### config.mk
export PLATFORM = sky130hd
export DESIGN_NAME = delayed_note_off_scheduler_core_flat
export DESIGN_NICKNAME = d
export VERILOG_FILES = /design/src/dnos_pkg.sv /design/src/dnos_req_if.sv /design/src/dnos_rsp_if.sv /design/src/dnos_cmd_queue.sv /design/src/dnos_front.sv /design/src/dnos_back.sv /design/src/delayed_note_off_scheduler_core.sv /design/src/flat_wrapper.sv
export SDC_FILE = /design/constraint.sdc
export NUM_CORES = 2
export LEC_CHECK = 0
export BUFFER_PORTS_ARGS = -buffer_cell sky130_fd_sc_hd__buf_2
export CORE_MARGIN = 2
export CORE_UTILIZATION = 35
export DETAILED_ROUTE_END_ITERATION = 6
export PLACE_DENSITY = 0.59
export SLEW_MARGIN = 20
export SYNTH_ARGS = -nofsm -noshare
export SYNTH_HDL_FRONTEND = slang
export SYNTH_SLANG_ARGS = --single-unit
### constraint.sdc
create_clock -name clock -period 5.6 [get_ports clock]
set_clock_uncertainty 0.15 [all_clocks]
set_input_delay 1.12 -clock clock [delete_from_list [all_inputs] [get_ports clock]]
set_output_delay 1.12 -clock clock [all_outputs]
set_load 0.01 [all_outputs]
### src/dnos_pkg.sv
// dnos_pkg: shared opcodes, command and slot types, state enum for the
// delayed note-off scheduler. no dependencies.
`timescale 1ns / 1ps

package dnos_pkg;

   localparam int DNOS_SLOT_COUNT  = 32;
   localparam int DNOS_QUEUE_DEPTH = 2;

   localparam logic [2:0] OP_INSERT         = 3'd0;
   localparam logic [2:0] OP_PLAY_DUE       = 3'd1;
   localparam logic [2:0] OP_OFF_IF_PRESENT = 3'd2;
   localparam logic [2:0] OP_OFF_NOW        = 3'd3;
   localparam logic [2:0] OP_ALL_OFF        = 3'd4;

   localparam logic [31:0] TIME_MAX = 32'hFFFF_FFFF;

   localparam logic KIND_NOTE_OFF = 1'b0;
   localparam logic KIND_STATUS   = 1'b1;

   typedef enum logic [1:0] {
      CMD_INSERT,
      CMD_PLAY,
      CMD_OFF,
      CMD_NONE
   } cmd_kind_type;

   typedef struct packed {
      cmd_kind_type kind;
      logic         always_emit;
      logic [6:0]   note;
      logic [4:0]   channel;
      logic [31:0]  time_value;
      logic         send_cv;
   } cmd_type;

   typedef struct packed {
      logic [6:0]  note;
      logic [4:0]  channel;
      logic [31:0] due;
      logic        cv;
   } slot_entry_type;

   typedef struct packed {
      logic       kind;
      logic [6:0] off_note;
      logic [4:0] off_channel;
      logic       cv_off;
      logic       success;
      logic       last;
   } rsp_item_type;

   typedef struct packed {
      logic full;
      logic empty;
   } queue_status_type;

   typedef enum logic [1:0] {
      BK_IDLE,
      BK_SCAN,
      BK_EXTRA,
      BK_STATUS
   } back_state_type;

endpackage

### src/dnos_req_if.sv
// dnos_req_if: request channel, valid/ready plus one operation.
// no dependencies.
`timescale 1ns / 1ps

interface dnos_req_if;
   logic        valid;
   logic        ready;
   logic [2:0]  opcode;
   logic [6:0]  note;
   logic [4:0]  channel;
   logic [31:0] time_value;
   logic        send_cv;

   modport source (output valid, output opcode, output note, output channel,
                   output time_value, output send_cv, input ready);
   modport sink (input valid, input opcode, input note, input channel,
                 input time_value, input send_cv, output ready);
endinterface

### src/dnos_rsp_if.sv
// dnos_rsp_if: response channel, valid/ready plus one note-off or status item.
// no dependencies.
`timescale 1ns / 1ps

interface dnos_rsp_if;
   logic       valid;
   logic       ready;
   logic       kind;
   logic [6:0] off_note;
   logic [4:0] off_channel;
   logic       cv_off;
   logic       success;
   logic       last;

   modport source (output valid, output kind, output off_note, output off_channel,
                   output cv_off, output success, output last, input ready);
   modport sink (input valid, input kind, input off_note, input off_channel,
                 input cv_off, input success, input last, output ready);
endinterface

### src/dnos_cmd_queue.sv
// dnos_cmd_queue: short command queue between front and back.
// depends on dnos_pkg.
`timescale 1ns / 1ps

module dnos_cmd_queue import dnos_pkg::*; (
   input  logic             clock,
   input  logic             reset,
   input  logic             push,
   input  cmd_type          push_data,
   input  logic             pop,
   output cmd_type          pop_data,
   output queue_status_type status
);

   localparam int PTR_W = (DNOS_QUEUE_DEPTH > 1) ? $clog2(DNOS_QUEUE_DEPTH) : 1;
   localparam int CNT_W = $clog2(DNOS_QUEUE_DEPTH + 1);

   cmd_type          store_ff [DNOS_QUEUE_DEPTH];
   logic [PTR_W-1:0] wr_ptr_ff, wr_ptr_in;
   logic [PTR_W-1:0] rd_ptr_ff, rd_ptr_in;
   logic [CNT_W-1:0] count_ff, count_in;

   always_comb begin
      wr_ptr_in = wr_ptr_ff;
      rd_ptr_in = rd_ptr_ff;
      if (push) begin
         wr_ptr_in = (wr_ptr_ff == PTR_W'(DNOS_QUEUE_DEPTH - 1)) ? '0
                                                                 : wr_ptr_ff + 1'b1;
      end
      if (pop) begin
         rd_ptr_in = (rd_ptr_ff == PTR_W'(DNOS_QUEUE_DEPTH - 1)) ? '0
                                                                 : rd_ptr_ff + 1'b1;
      end
      unique case ({push, pop})
         2'b10:   count_in = count_ff + CNT_W'(1);
         2'b01:   count_in = count_ff - CNT_W'(1);
         default: count_in = count_ff;
      endcase
   end

   assign pop_data     = store_ff[rd_ptr_ff];
   assign status.full  = (count_ff == CNT_W'(DNOS_QUEUE_DEPTH));
   assign status.empty = (count_ff == '0);

   always_ff @(posedge clock) begin
      if (reset) begin
         wr_ptr_ff <= '0;
         rd_ptr_ff <= '0;
         count_ff  <= '0;
      end else begin
         wr_ptr_ff <= wr_ptr_in;
         rd_ptr_ff <= rd_ptr_in;
         count_ff  <= count_in;
      end
   end

   always_ff @(posedge clock) begin
      if (push) begin
         store_ff[wr_ptr_ff] <= push_data;
      end
   end

endmodule

### src/dnos_front.sv
// dnos_front: accepts requests and classifies each opcode into a command.
// depends on dnos_pkg and dnos_req_if.
`timescale 1ns / 1ps

module dnos_front import dnos_pkg::*; (
   dnos_req_if.sink         req_port,
   input  queue_status_type queue_status,
   output logic             push,
   output cmd_type          push_data
);

   assign req_port.ready = !queue_status.full;
   assign push           = req_port.valid && !queue_status.full;

   always_comb begin
      push_data.always_emit = 1'b0;
      push_data.note        = req_port.note;
      push_data.channel     = req_port.channel;
      push_data.time_value  = req_port.time_value;
      push_data.send_cv     = req_port.send_cv;
      unique case (req_port.opcode)
         OP_INSERT:         push_data.kind = CMD_INSERT;
         OP_PLAY_DUE:       push_data.kind = CMD_PLAY;
         OP_OFF_IF_PRESENT: push_data.kind = CMD_OFF;
         OP_OFF_NOW: begin
            push_data.kind        = CMD_OFF;
            push_data.always_emit = 1'b1;
         end
         OP_ALL_OFF: begin
            push_data.kind       = CMD_PLAY;
            push_data.time_value = TIME_MAX;
         end
         default:           push_data.kind = CMD_NONE;
      endcase
   end

endmodule

### src/dnos_back.sv
// dnos_back: slot table and scanner, one slot per cycle when not stalled, with output register.
// depends on dnos_pkg and dnos_rsp_if.
`timescale 1ns / 1ps

module dnos_back import dnos_pkg::*; #(
   parameter int SLOT_COUNT = DNOS_SLOT_COUNT
) (
   input  logic             clock,
   input  logic             reset,
   input  cmd_type          cmd_data,
   input  queue_status_type queue_status,
   output logic             pop,
   dnos_rsp_if.source       rsp_port
);

   localparam int IDX_W = (SLOT_COUNT > 1) ? $clog2(SLOT_COUNT) : 1;
   localparam int CNT_W = $clog2(SLOT_COUNT + 1);

   slot_entry_type  slot_mem [SLOT_COUNT];
   slot_entry_type  rd_entry_ff;
   logic [SLOT_COUNT-1:0] slot_valid_ff, slot_valid_in;

   back_state_type  state_ff, state_in;
   cmd_type         cmd_ff;
   logic [CNT_W-1:0] issue_cnt_ff, issue_cnt_in;
   logic [IDX_W-1:0] cmp_idx_ff;
   logic            cmp_valid_ff, cmp_valid_in;
   logic            found_ff, found_in;
   logic            out_valid_ff, out_valid_in;
   rsp_item_type    out_item_ff, out_item_in;

   logic out_free;
   logic issue_more;
   logic slot_v;
   logic cmp_hit;
   logic emit_need;
   logic cmp_done;
   logic insert_stop;
   logic issue_go;
   logic scan_end;
   logic cmd_load;
   logic mem_wr;
   logic out_load;

   // scan datapath and strobes
   always_comb begin
      out_free   = !out_valid_ff || rsp_port.ready;
      issue_more = (issue_cnt_ff != CNT_W'(SLOT_COUNT));
      slot_v     = slot_valid_ff[cmp_idx_ff];
      unique case (cmd_ff.kind)
         CMD_INSERT: cmp_hit = !slot_v;
         CMD_PLAY:   cmp_hit = slot_v && (rd_entry_ff.due <= cmd_ff.time_value);
         CMD_OFF:    cmp_hit = slot_v && (rd_entry_ff.note == cmd_ff.note)
                               && (rd_entry_ff.channel == cmd_ff.channel);
         CMD_NONE:   cmp_hit = 1'b0;
      endcase
      emit_need   = cmp_hit && ((cmd_ff.kind == CMD_PLAY)
                                || ((cmd_ff.kind == CMD_OFF) && !found_ff));
      cmp_done    = (state_ff == BK_SCAN) && cmp_valid_ff && (!emit_need || out_free);
      insert_stop = cmp_done && cmp_hit && (cmd_ff.kind == CMD_INSERT);
      issue_go    = (state_ff == BK_SCAN) && issue_more && !insert_stop
                    && (!cmp_valid_ff || cmp_done);
      scan_end    = (state_ff == BK_SCAN)
                    && (insert_stop || (!issue_more && (!cmp_valid_ff || cmp_done)));
   end

   // next state
   always_comb begin
      state_in = state_ff;
      unique case (state_ff)
         BK_IDLE: begin
            if (!queue_status.empty) begin
               state_in = (cmd_data.kind == CMD_NONE) ? BK_STATUS : BK_SCAN;
            end
         end
         BK_SCAN: begin
            if (scan_end) begin
               state_in = ((cmd_ff.kind == CMD_OFF) && cmd_ff.always_emit && !found_in)
                          ? BK_EXTRA : BK_STATUS;
            end
         end
         BK_EXTRA: begin
            if (out_free) begin
               state_in = BK_STATUS;
            end
         end
         BK_STATUS: begin
            if (out_free) begin
               state_in = BK_IDLE;
            end
         end
      endcase
   end

   // state outputs
   always_comb begin
      pop           = 1'b0;
      cmd_load      = 1'b0;
      mem_wr        = 1'b0;
      out_load      = 1'b0;
      found_in      = found_ff;
      slot_valid_in = slot_valid_ff;
      cmp_valid_in  = cmp_valid_ff;
      issue_cnt_in  = issue_cnt_ff;
      out_item_in   = out_item_ff;
      unique case (state_ff)
         BK_IDLE: begin
            if (!queue_status.empty) begin
               pop          = 1'b1;
               cmd_load     = 1'b1;
               found_in     = 1'b0;
               issue_cnt_in = '0;
               cmp_valid_in = 1'b0;
            end
         end
         BK_SCAN: begin
            if (cmp_done) begin
               cmp_valid_in = 1'b0;
               if (cmp_hit) begin
                  found_in = 1'b1;
                  if (cmd_ff.kind == CMD_INSERT) begin
                     slot_valid_in[cmp_idx_ff] = 1'b1;
                     mem_wr                    = 1'b1;
                  end else begin
                     slot_valid_in[cmp_idx_ff] = 1'b0;
                  end
               end
               if (emit_need) begin
                  out_load                = 1'b1;
                  out_item_in.kind        = KIND_NOTE_OFF;
                  out_item_in.off_note    = rd_entry_ff.note;
                  out_item_in.off_channel = rd_entry_ff.channel;
                  out_item_in.cv_off      = rd_entry_ff.cv;
                  out_item_in.success     = 1'b0;
                  out_item_in.last        = 1'b0;
               end
            end
            if (issue_go) begin
               cmp_valid_in = 1'b1;
               issue_cnt_in = issue_cnt_ff + CNT_W'(1);
            end
         end
         BK_EXTRA: begin
            if (out_free) begin
               out_load                = 1'b1;
               out_item_in.kind        = KIND_NOTE_OFF;
               out_item_in.off_note    = cmd_ff.note;
               out_item_in.off_channel = cmd_ff.channel;
               out_item_in.cv_off      = cmd_ff.send_cv;
               out_item_in.success     = 1'b0;
               out_item_in.last        = 1'b0;
            end
         end
         BK_STATUS: begin
            if (out_free) begin
               out_load                = 1'b1;
               out_item_in.kind        = KIND_STATUS;
               out_item_in.off_note    = '0;
               out_item_in.off_channel = '0;
               out_item_in.cv_off      = 1'b0;
               out_item_in.success     = found_ff;
               out_item_in.last        = 1'b1;
            end
         end
      endcase
      out_valid_in = out_load || (out_valid_ff && !rsp_port.ready);
   end

   always_ff @(posedge clock) begin
      if (reset) begin
         state_ff      <= BK_IDLE;
         slot_valid_ff <= '0;
         cmp_valid_ff  <= 1'b0;
         found_ff      <= 1'b0;
         issue_cnt_ff  <= '0;
         out_valid_ff  <= 1'b0;
      end else begin
         state_ff      <= state_in;
         slot_valid_ff <= slot_valid_in;
         cmp_valid_ff  <= cmp_valid_in;
         found_ff      <= found_in;
         issue_cnt_ff  <= issue_cnt_in;
         out_valid_ff  <= out_valid_in;
      end
   end

   // payload and slot memory
   always_ff @(posedge clock) begin
      if (cmd_load) begin
         cmd_ff <= cmd_data;
      end
      if (out_load) begin
         out_item_ff <= out_item_in;
      end
      if (issue_go) begin
         rd_entry_ff <= slot_mem[issue_cnt_ff[IDX_W-1:0]];
         cmp_idx_ff  <= issue_cnt_ff[IDX_W-1:0];
      end
      if (mem_wr) begin
         slot_mem[cmp_idx_ff] <= '{note: cmd_ff.note, channel: cmd_ff.channel,
                                   due: cmd_ff.time_value, cv: cmd_ff.send_cv};
      end
   end

   assign rsp_port.valid       = out_valid_ff;
   assign rsp_port.kind        = out_item_ff.kind;
   assign rsp_port.off_note    = out_item_ff.off_note;
   assign rsp_port.off_channel = out_item_ff.off_channel;
   assign rsp_port.cv_off      = out_item_ff.cv_off;
   assign rsp_port.success     = out_item_ff.success;
   assign rsp_port.last        = out_item_ff.last;

endmodule

### src/delayed_note_off_scheduler_core.sv
// delayed_note_off_scheduler_core: top level, front decode, command queue, back scanner.
// depends on dnos_pkg, dnos_req_if, dnos_rsp_if, dnos_front, dnos_cmd_queue, dnos_back.
//
//   channel   modport  direction  carries
//   req_port  sink     in         opcode, note, channel, time_value, send_cv
//   rsp_port  source   out        kind, off_note, off_channel, cv_off, success, last
//
// an operation in the back loads the command, reads one slot per cycle through the slot
// memory read port unless the output stalls, compares each, and ends with a status item;
// insert stops at the first free slot; an unused opcode skips the scan, sending only status
// off now with no match sends its own note-off before the status item
// reset is synchronous and clears valid bits, queue and state; slot contents stay unknown
// a stalled response holds the scanner's compare stage; the queue takes requests until full
`timescale 1ns / 1ps

module delayed_note_off_scheduler_core import dnos_pkg::*; #(
   parameter int SLOT_COUNT = DNOS_SLOT_COUNT
) (
   input  logic        clock,
   input  logic        reset,
   dnos_req_if.sink    req_port,
   dnos_rsp_if.source  rsp_port
);

   queue_status_type queue_status;
   logic             push;
   cmd_type          push_data;
   logic             pop;
   cmd_type          pop_data;

   dnos_front u_front (
      .req_port     (req_port),
      .queue_status (queue_status),
      .push         (push),
      .push_data    (push_data)
   );

   dnos_cmd_queue u_queue (
      .clock     (clock),
      .reset     (reset),
      .push      (push),
      .push_data (push_data),
      .pop       (pop),
      .pop_data  (pop_data),
      .status    (queue_status)
   );

   dnos_back #(
      .SLOT_COUNT (SLOT_COUNT)
   ) u_back (
      .clock        (clock),
      .reset        (reset),
      .cmd_data     (pop_data),
      .queue_status (queue_status),
      .pop          (pop),
      .rsp_port     (rsp_port)
   );

endmodule
### src/flat_wrapper.sv
// flat-port wrapper written by rule: the top's interface ports become plain ports
module delayed_note_off_scheduler_core_flat import dnos_pkg::*;
#(
   parameter int SLOT_COUNT = DNOS_SLOT_COUNT
)
  (clock, reset, req_port_valid, req_port_opcode, req_port_note, req_port_channel, req_port_time_value, req_port_send_cv, req_port_ready, rsp_port_valid, rsp_port_kind, rsp_port_off_note, rsp_port_off_channel, rsp_port_cv_off, rsp_port_success, rsp_port_last, rsp_port_ready);
  dnos_req_if req_port_i ();
  dnos_rsp_if rsp_port_i ();
  input  logic clock;
  input  logic reset;
  input wire logic [$bits(req_port_i.valid)-1:0] req_port_valid;
  input wire logic [$bits(req_port_i.opcode)-1:0] req_port_opcode;
  input wire logic [$bits(req_port_i.note)-1:0] req_port_note;
  input wire logic [$bits(req_port_i.channel)-1:0] req_port_channel;
  input wire logic [$bits(req_port_i.time_value)-1:0] req_port_time_value;
  input wire logic [$bits(req_port_i.send_cv)-1:0] req_port_send_cv;
  output wire logic [$bits(req_port_i.ready)-1:0] req_port_ready;
  output wire logic [$bits(rsp_port_i.valid)-1:0] rsp_port_valid;
  output wire logic [$bits(rsp_port_i.kind)-1:0] rsp_port_kind;
  output wire logic [$bits(rsp_port_i.off_note)-1:0] rsp_port_off_note;
  output wire logic [$bits(rsp_port_i.off_channel)-1:0] rsp_port_off_channel;
  output wire logic [$bits(rsp_port_i.cv_off)-1:0] rsp_port_cv_off;
  output wire logic [$bits(rsp_port_i.success)-1:0] rsp_port_success;
  output wire logic [$bits(rsp_port_i.last)-1:0] rsp_port_last;
  input wire logic [$bits(rsp_port_i.ready)-1:0] rsp_port_ready;
  assign req_port_i.valid = req_port_valid;
  assign req_port_i.opcode = req_port_opcode;
  assign req_port_i.note = req_port_note;
  assign req_port_i.channel = req_port_channel;
  assign req_port_i.time_value = req_port_time_value;
  assign req_port_i.send_cv = req_port_send_cv;
  assign req_port_ready = req_port_i.ready;
  assign rsp_port_valid = rsp_port_i.valid;
  assign rsp_port_kind = rsp_port_i.kind;
  assign rsp_port_off_note = rsp_port_i.off_note;
  assign rsp_port_off_channel = rsp_port_i.off_channel;
  assign rsp_port_cv_off = rsp_port_i.cv_off;
  assign rsp_port_success = rsp_port_i.success;
  assign rsp_port_last = rsp_port_i.last;
  assign rsp_port_i.ready = rsp_port_ready;
  delayed_note_off_scheduler_core #(.SLOT_COUNT(SLOT_COUNT)) u_core (.clock(clock), .reset(reset), .req_port(req_port_i), .rsp_port(rsp_port_i));
endmodule
==> metrics.log <==
[metrics] run status: complete, no violations
[metrics] count of yosys warnings during synthesis: 0
[metrics] die extent in x: 436 um
[metrics] transition at the pin with the smallest max-transition slack: 1.05 ns
[metrics] class of the tightest hold or removal check: reg -> reg
[metrics] dominant cells by area after synthesis: edfxtp_1 76%, mux4_2 15%, dfxtp_1 1.5%
[metrics] setup slack of the critical path after layout: 0.806 ns
[metrics] leading cell types in the layout, fill and taps excluded: 1649 x edfxtp_1, 450 x mux4_2, 184 x nand2_1
[metrics] worst setup path endpoint: u_core.u_back.slot_mem[23][37]$_DFFE_PP_
[metrics] Clk Tree Root Cell: clkbuf_16
[metrics] source of the worst register-to-register timing path: u_core.u_back.cmd_ff[20]$_DFFE_PP_
[metrics] htree depth: 4
[metrics] CTS Buf Count: 172
[metrics] number of stages on the worst setup path: 11
[metrics] IO Port Bufs: 69
[metrics] most common cell after layout, fill and taps aside: edfxtp_1
[metrics] buffers from clock root to sink, at most: 3
[metrics] latest clock arrival within the worst-skew pair: 0.83 ns
[metrics] Period minus WS final: 4.79 ns
[metrics] PwrDens: 412 nW/um^2
[metrics] crit-path max FO: 22
[metrics] leakage power total: 23.2 nW
[metrics] Top Family by Delay on Critical Path: simple AND/OR/NAND/NOR gates
[metrics] Overall Power: 31.2 mW
[metrics] Max Cap Viol: 0
[metrics] routability-driven placement congestion ratio: 0.791
[metrics] combined area of all synthesized cells: 65400 um^2
[metrics] Worst path max stage delay: 0.93 ns
[metrics] post-synth top area share: 0.757
[metrics] DRC marker count from the first detailed-route iteration: 3496
[metrics] buffers plus inverters on the worst setup path: 2
[metrics] worst endpoint required time: 5.88 ns
[metrics] Critical path origin: u_core.u_back.cmd_ff[20]$_DFFE_PP_
[metrics] Via density: 5.29
[metrics] crit path capture type: flop
[metrics] number of top-level pins: 70
[metrics] Net Count, Synth: 3071
[metrics] Crit Reg-Reg Endpoint: u_core.u_back.slot_mem[23][37]$_DFFE_PP_
[metrics] global-route wire length before repair: 231 mm
[metrics] worst endpoint data arrival time: 5.08 ns
[metrics] kind of start point of the critical path: flop
[metrics] row cnt: 158
[metrics] library cells used by synthesis: 56
[metrics] clock slew at reported path FFs: 0.06 ns
[metrics] via count of the routed design: 30877
[metrics] average detailed-routed wire length per instance: 28.1 um
[metrics] largest area contributor in the synthesized netlist: edfxtp_1
[metrics] remaining global-route overflow: 0
[metrics] minimum setup slack among reg-to-reg paths: 0.81 ns
[metrics] count of TritonRoute iterations in the first routing pass: 6
[metrics] achievable clock frequency: 209 MHz
[metrics] area of the die: 190000 um^2
[metrics] unrepaired setup endpoints after global routing: false
[metrics] fin crit share: 0.856
[metrics] number of synthesized register bits: 1697
[metrics] drt total wl: 164 mm
[metrics] TritonCTS Sinks: 1697
[metrics] worst setup timing slack at the placement stage: 1.02 ns
[metrics] layout cells sized above 1: 0.306
[metrics] share of the yosys chip area belonging to registers: 0.772
[metrics] Total Nets Final: 3300
[metrics] mean post-synth cell area: 22.0 um^2
[metrics] Overall Global Routing Usage: 0.171
[metrics] net switching power: 8.08 mW
[metrics] Detailed Place HPWL: 100 mm
[metrics] part of the power in combinational logic: 0.128
[metrics] largest net degree at the start of global routing: 92
[metrics] instance count of the mapped netlist: 2979
[metrics] Resized Gates After CTS: 0
[metrics] post-detailed-route DRC marker count: 0
[metrics] FFs w/ async S/R, synth: 0
[metrics] antenna viol nets, final: 0
[metrics] core region area: 186000 um^2
[metrics] slowest cell on the critical path: nor4_1
[metrics] number of global-route vias before repair: 30552
[metrics] Worst Reg-to-Reg Cells: 11
[metrics] worst-case vdd ir drop: 336 uV
[metrics] count of flip-flops with a built-in enable after synthesis: 1649
[metrics] list of cells traversed by the critical path: inv_1, ha_1, nand4_1, nor4_1, a31oi_1, o221a_2, a211oi_4, o2111ai_2, or2_2, nor2_4, buf_4
[metrics] area overhead of the layout relative to synthesis: 15.6%
[metrics] relative slew slack: 0.293
[metrics] Primary FF master, synth: edfxtp_1
[metrics] register share of total power: 0.513
[metrics] clock power share: 0.360
[metrics] number of fillers in the final layout: 16129
[metrics] total count of hold-check failures in the final report: 0
[metrics] antenna violations before repair: 9
[metrics] setup violation total in the final timing report: 0
[metrics] CTS Hold Buffers Added: 0
[metrics] Setup Buffers After CTS: 0
[metrics] critical path type: reg -> reg
[metrics] TritonCTS clock tree: yes
[metrics] internal cell power: 23.1 mW
[metrics] Starting Density: 0.352
[metrics] height of the die: 436 um
[metrics] Sw Share: 0.259
[metrics] final number of max-transition violations: 0
-- worst min-delay path: stages (launching register included) --
cell and delay, ns:
dfxtp_1 0.31, nand2_1 0.05, o22ai_1 0.06
-- registers in the layout, indices dropped and copies added (netlist names), named ones only --
register,count
u_core.u_back.rsp_port.success,1
u_core.u_back.rsp_port.cv_off,1
u_core.u_queue.wr_ptr_ff,1
u_core.u_back.rsp_port.kind,1
u_core.u_back.issue_cnt_ff,6
u_core.u_back.cmp_idx_ff,5
u_core.u_queue.rd_ptr_ff,1
u_core.u_back.rsp_port.off_channel,5
u_core.u_back.slot_mem,1440
u_core.u_back.rsp_port.valid,1
u_core.u_back.state_ff,2
u_core.u_back.cmp_valid_ff,1
u_core.u_queue.store_ff,96
u_core.u_back.found_ff,1
u_core.u_back.rd_entry_ff,45
u_core.u_back.cmd_ff,48
u_core.u_queue.count_ff,2
u_core.u_back.rsp_port.off_note,7
-- kinds of logic after synthesis --
kind of cell               Yosys count  synth area share
muxes                              516             0.166
xor gates and xnor gates            16           0.00214
adders and majority gates           40           0.00765
AOI/OAI and AO/OA                  127            0.0129
DFF                               1697             0.772
buffers and inverters              199            0.0118
and+or+nand+nor                    384            0.0275
-- area by class of cell --
cell class                 count  area [um^2]  area share
antenna                        6         15.0    0.000199
clock buffer                 219         4540      0.0601
clock inverter                95          911      0.0120
sequential                  1697        50500       0.668
multi-input combinational   1083        14400       0.191
inverter                      44          174     0.00230
timing repair buffer         210         1930      0.0255
tap                         2480         3100      0.0410
-- synth_stat cells, types with 5 or more instances --
| master | instances |
|---|---|
| dfxtp_1 | 48 |
| mux4_2 | 450 |
| mux2_2 | 49 |
| a21o_1 | 6 |
| a21oi_1 | 17 |
| or4_1 | 5 |
| xor2_1 | 15 |
| nand3_1 | 15 |
| nor3_1 | 22 |
| nor4_1 | 7 |
| ha_1 | 40 |
| nor2_1 | 51 |
| edfxtp_1 | 1649 |
| o21ai_1 | 11 |
| nand4_1 | 9 |
| o211ai_1 | 7 |
| buf_2 | 13 |
| inv_1 | 43 |
| mux2i_1 | 17 |
| o311ai_0 | 13 |
| nand2_1 | 184 |
| nand2b_1 | 27 |
| buf_1 | 29 |
| or2_2 | 39 |
| o22ai_1 | 28 |
| clkbuf_1 | 111 |
| o21ai_0 | 24 |
-- per-layer routing --
layer | GRT usage | share of wire
met4 | 0.0515 | 0.027
met5 | 0 | 0.00016
met2 | 0.261 | 0.47
met1 | 0.243 | 0.44
met3 | 0.0394 | 0.073
-- power by group through the flow --
stage	clock network [mW]	logic [mW]	registers, mW
finish	11.2	3.98	16.0
global route	11.9	4.28	16.0
CTS	11.4	4.02	16.0
floorplan	0	1.43	16.7
detailed placement	0	4.02	16.3
global placement	0	3.95	16.2
-- metrics by stage --
step	cell area [um^2]	setup TNS (ns)	util	std cells	hold slack [ns]
after floorplan	65400	-289.59	-	2979	0.297
after global placement	70100	0	0.378	5514	0.312
after detailed placement	70100	0	0.378	5514	0.316
after CTS	75600	0	0.407	5828	0.301
after global routing	75600	0	0.407	5829	0.312
final	75600	0	0.407	5834	0.331
-- worst min-delay path by stage --
stage,slack (ns),endpoint,cells past startpoint,from
2_1_floorplan,0.30,flop,2,flop
3_3_place_gp,0.31,flop,2,flop
3_5_place_dp,0.32,flop,2,flop
4_1_cts,0.30,u_core.u_queue.store_ff[0][35]$_DFFE_PP_,1,req_port_channel[2]
5_1_grt,0.31,u_core.u_queue.store_ff[0][35]$_DFFE_PP_,1,req_port_channel[2]
6_report,0.33,flop,2,flop
Note: power is estimated with default switching activity, not from simulation.
